### src/design/sorted_point_table_window_assert.svh
// ---------------------------------------------------------------------------
// assertion macros shared by the sorted point table
// ---------------------------------------------------------------------------
`ifndef SORTED_POINT_TABLE_WINDOW_ASSERT_SVH
`define SORTED_POINT_TABLE_WINDOW_ASSERT_SVH

// property must hold on every clock edge outside reset
`define SPTW_ASSERT(label, prop, msg) \
   label: assert property (@(posedge clock) disable iff (reset) (prop)) else $error(msg);

// antecedent implies consequent in the same cycle
`define SPTW_IMPLY(label, ante, cons, msg) \
   label: assert property (@(posedge clock) disable iff (reset) (ante) |-> (cons)) \
      else $error(msg);

`endif

### src/design/sptw_pkg.sv
// ---------------------------------------------------------------------------
// sptw_pkg
// types and codes shared by the sorted point table modules
// ---------------------------------------------------------------------------
package sptw_pkg;

   localparam logic ACT_INSERT = 1'b0;
   localparam logic ACT_QUERY  = 1'b1;

   localparam logic [1:0] ST_INSERTED = 2'd0;
   localparam logic [1:0] ST_FULL     = 2'd1;
   localparam logic [1:0] ST_VALID    = 2'd2;
   localparam logic [1:0] ST_EMPTY    = 2'd3;

   localparam int IDX_W = 8;
   localparam int CNT_W = 9;

endpackage

### src/design/sptw_front.sv
// ---------------------------------------------------------------------------
// sptw_front
// two-entry request queue between the port and the engine
// ---------------------------------------------------------------------------
module sptw_front #(
   parameter int VW = 32
) (
   input  logic            clock,
   input  logic            reset,
   input  logic            in_valid,
   output logic            in_ready,
   input  logic [3*VW+1:0] in_data,
   output logic            out_valid,
   input  logic            out_ready,
   output logic [3*VW+1:0] out_data
);
   import sptw_pkg::*;

   logic [3*VW+1:0] q_ff [2];
   logic [3*VW+1:0] q_in [2];
   logic [1:0]      cnt_ff, cnt_in;
   logic            push, pop;

   assign in_ready  = (cnt_ff != 2'd2);
   assign out_valid = (cnt_ff != 2'd0);
   assign out_data  = q_ff[0];
   assign push      = in_valid && in_ready;
   assign pop       = out_valid && out_ready;

   always_comb begin
      q_in[0] = q_ff[0];
      q_in[1] = q_ff[1];
      cnt_in  = cnt_ff;
      if (pop) begin
         q_in[0] = q_ff[1];
         cnt_in  = cnt_in - 2'd1;
      end
      if (push) begin
         if (cnt_in == 2'd0) q_in[0] = in_data;
         else q_in[1] = in_data;
         cnt_in = cnt_in + 2'd1;
      end
   end

   always_ff @(posedge clock) begin
      q_ff[0] <= q_in[0];
      q_ff[1] <= q_in[1];
      if (reset) cnt_ff <= 2'd0;
      else cnt_ff <= cnt_in;
   end

`include "sorted_point_table_window_assert.svh"
   `SPTW_ASSERT(a_cnt_range, cnt_ff != 2'd3, "queue fill out of range")
   `SPTW_IMPLY(a_no_push_full, cnt_ff == 2'd2, !push, "push into full queue")
   `SPTW_ASSERT(a_pop_nonempty, !pop || cnt_ff != 2'd0, "pop from empty queue")
endmodule

### config.mk
export PLATFORM = sky130hd
export DESIGN_NAME = sptw_front
export DESIGN_NICKNAME = d
export VERILOG_FILES = /design/src/design/sptw_pkg.sv /design/src/design/sptw_front.sv
export VERILOG_INCLUDE_DIRS = /design/src /design/src/design
export SDC_FILE = /design/constraint.sdc
export NUM_CORES = 1
export LEC_CHECK = 0
export BUFFER_PORTS_ARGS = -buffer_cell sky130_fd_sc_hd__buf_2
export CAP_MARGIN = 25
export CORE_UTILIZATION = 54
export CTS_CLUSTER_SIZE = 12
export DETAILED_ROUTE_END_ITERATION = 6
export PLACE_DENSITY = 0.85
export SYNTH_ARGS = -nofsm -noshare
export SYNTH_HDL_FRONTEND = slang
export SYNTH_SLANG_ARGS = --single-unit
### constraint.sdc
create_clock -name clock -period 7.5 [get_ports clock]
set_input_delay 1.125 -clock clock [delete_from_list [all_inputs] [get_ports clock]]
set_output_delay 1.125 -clock clock [all_outputs]
set_load 0.01 [all_outputs]
==> flow_summary_export.csv <==
group,metric,value,unit
clock_tree,cts_hold_buf,0,
synthesis,synthAdderAreaFrac,0.414,%
clock_tree,path_clk_slew,0.07,ns
route,first_iter_violations,245,
cells_and_area,area_growth,10.3,%
global_route,antenna_found_initial,3,
floorplan,fp.dieH,132,um
run,maxCapViolCount,0,
worst_setup_path,crit_slowest_cell,"buf_4",
global_route,grt_pass1_wl,24.6,mm
cells_and_area,final_cell_area,0.0100,mm2
floorplan,start_util,56.2,%
sta,finalCriticalPeriod,4.09,ns
clock_tree,clock_latency,0.43,ns
cells_and_area,fin_cells,868,
route,wire_per_inst,17.6,um
synthesis,synthXorXnorAreaFrac,0.0966,%
global_route,grtUsageTotal,18.3,%
clock_tree,cts_htree_levels,4,
route,drcViolationCount,0,
worst_setup_path,worstPathBufferInverterCount,3,
sta,finalHoldViolations,0,
placed_design,io_buffer_count,201,
placed_design,dp_hpwl,10.2,mm
run_status,status,"completed",
worst_setup_path,cp_top_family,"buffers and inverters",
pwr,vdd_drop_max,0.419,mV
synthesis,synth_cell_types,18,
clock_tree,cts_resized,0,
synthesis,synth-seq-cells,198,
route,wirelength,15.3,mm
worst_setup_path,cp-end-kind,"flop",
synthesis,synth-simple-area-share,0.649,%
sta,fin_crit_sh,54.5,%
worst_setup_path,crit_type,"in2reg",
synthesis,ys_warn_count,0,
sta,finalSetupViolCount,0,
pwr,power_density,517,mW/mm2
worst_setup_path,critPathLaunchType,"input pin",
worst_setup_path,critPathMaxStageDelay,0.86,ns
clock_tree,clkSinkCount,198,
sta,worstMarginPinSlew,1.02,ns
floorplan,dieArea,0.0173,mm2
synthesis,synth_seq_area_share,54.6,%
min_path,hp-class,"reg2reg",
worst_setup_path,crit_required,7.55,ns
floorplan,die_w,132,um
sta,max_freq,0.245,GHz
clock_tree,cts_tree,"yes",
clock_tree,cts_inserted_buffers,17,
clock_tree,root_buffer,"clkbuf_16",
route,vias_per_cell,4.99,
placed_design,dp.cells,833,
placed_design,dpl-instance-area,0.00939,mm2
synthesis,netlist_area,0.00906,mm2
clock_tree,cts_setup_buffers,0,
cells_and_area,utilization,62.0,%
worst_setup_path,crit_start,"out_ready",
worst_setup_path,arrival,4.14,ns
worst_setup_path,r2r-start,"cnt_ff[0]",
synthesis,synth_top_family_by_area,"multiplexers",
global_route,grt_pass1_vias,4498,
route,final_antenna_net_count,0,
synthesis,synthMuxAreaShare,32.8,%
floorplan,num_rows,46,
route,vias,4330,
sta,fin_skew,0.00836,ns
sta,fin_tns_setup,0,ns
route,dr.pass1.iters,4,
sta,rsz0062_at_grt,"false",
worst_setup_path,crit_fanout,73,
worst_setup_path,crit_chain,"buf_2 > nand2b_4 > buf_16 > mux2_4 > ha_1 > nor2_4 > buf_4",
synthesis,synthesis.nets,637,
pwr,leakagePower,0.00473,uW
floorplan,core,0.0161,mm2
placed_design,gp_congestion,0.741,
global_route,grt_max_degree,99,
floorplan,io_pins,202,
sta,relSlewSlack,32.2,%
synthesis,synth_compound_area_share,0.138,%
synthesis,synth_area_per_cell,17.0,um2
sta,final_max_slew_viol_count,0,
min_path,holdCritStartpoint,"q_ff[0][160]",
cells_and_area,final_net_count,742,
cells_and_area,final_cell_mix,"201 x buf_2, 197 x mux2_4, 100 x dfxtp_1",
global_route,overflow,0,
synthesis,synth_cells,532,
cells_and_area,layout_commonest_cell,"buf_2",
cells_and_area,drive_gt1_share,67.4,%
clock_tree,cts_buffer_depth,2,
## kinds of logic (layout without fill, tap and decap cells)
| group | after synthesis | count (layout) |
|---|---|---|
| AO/OA/AOI/OAI | 1 | 1 |
| XOR/XNOR | 1 | 1 |
| adder cells (fa/ha/maj) | 3 | 3 |
| buffers and inverters | 123 | 241 |
| flip-flops | 198 | 198 |
| multiplexers | 198 | 198 |
| other | 0 | 2 |
| AND/OR/NAND/NOR | 8 | 8 |
## flip-flops by register name (all words and copies together), names as in the netlist
| name | cells |
|---|---|
| q_ff | 196 |
| cnt_ff | 2 |
## through the flow
step                hold WS, ns  power (uW)  setup WS [ns]
global route              0.616        5430           3.24
CTS                       0.599        5230           3.38
floorplan                 0.575        4160          0.817
detailed placement        0.587        4310           2.92
finish                    0.603        5170           3.41
global placement          0.579        4210           2.82
## where the power goes
group / internal (uW) / switching, uW
sequential: 1670 / 192
clock: 496 / 400
combinational: 1450 / 960
total: 3620 / 1550
## synthesized netlist by cell type, drive strengths merged
| cell | n | area [um2] |
|---|---|---|
| edfxtp | 98 | 2940 |
| nor2b | 1 | 13.8 |
| nand2b | 2 | 20.0 |
| o31ai | 1 | 12.5 |
| ha | 3 | 37.5 |
| buf | 119 | 1020 |
| mux2 | 198 | 2970 |
| nor2 | 3 | 11.3 |
| dfxtp | 100 | 2000 |
| nand3b | 1 | 7.51 |
| nand2 | 1 | 6.26 |
| inv | 4 | 15.0 |
| xnor2 | 1 | 8.76 |
## worst paths after layout
path,to,slack (ns),cells past startpoint
setup reg to reg,q_ff[0][168],3.51,8
hold / removal,q_ff[0][62],0.60,2
setup / recovery,q_ff[0][168],3.41,7
hold reg to reg,q_ff[0][62],0.60,2
## worst reg2reg max path: stages (launching register included)
cell	delay (ns)
dfxtp_1	0.31
inv_1	0.11
ha_1	0.22
nand2b_4	0.38
buf_16	0.32
mux2_4	0.36
ha_1	0.30
nor2_4	0.64
buf_4	0.86
## final cells by class
cell class	count	area, um2
Fill cell	1182	6120
Sequential cell	198	4940
Multi-Input combinational cell	211	3110
Timing Repair Buffer	205	1080
Clock buffer	19	433
Tap cell	216	270
Clock inverter	13	148
Inverter	4	15.0
Antenna cell	2	5.00
## layer usage
layer,GRT usage [%],vias up,part of all wire [%]
li1,-,2014,-
met1,23.3,2141,44
met2,29.0,158,47
met3,6.94,15,8.0
met4,5.04,2,0.87
met5,0,-,0.085
No activity file was read; power rests on OpenSTA's default activity.
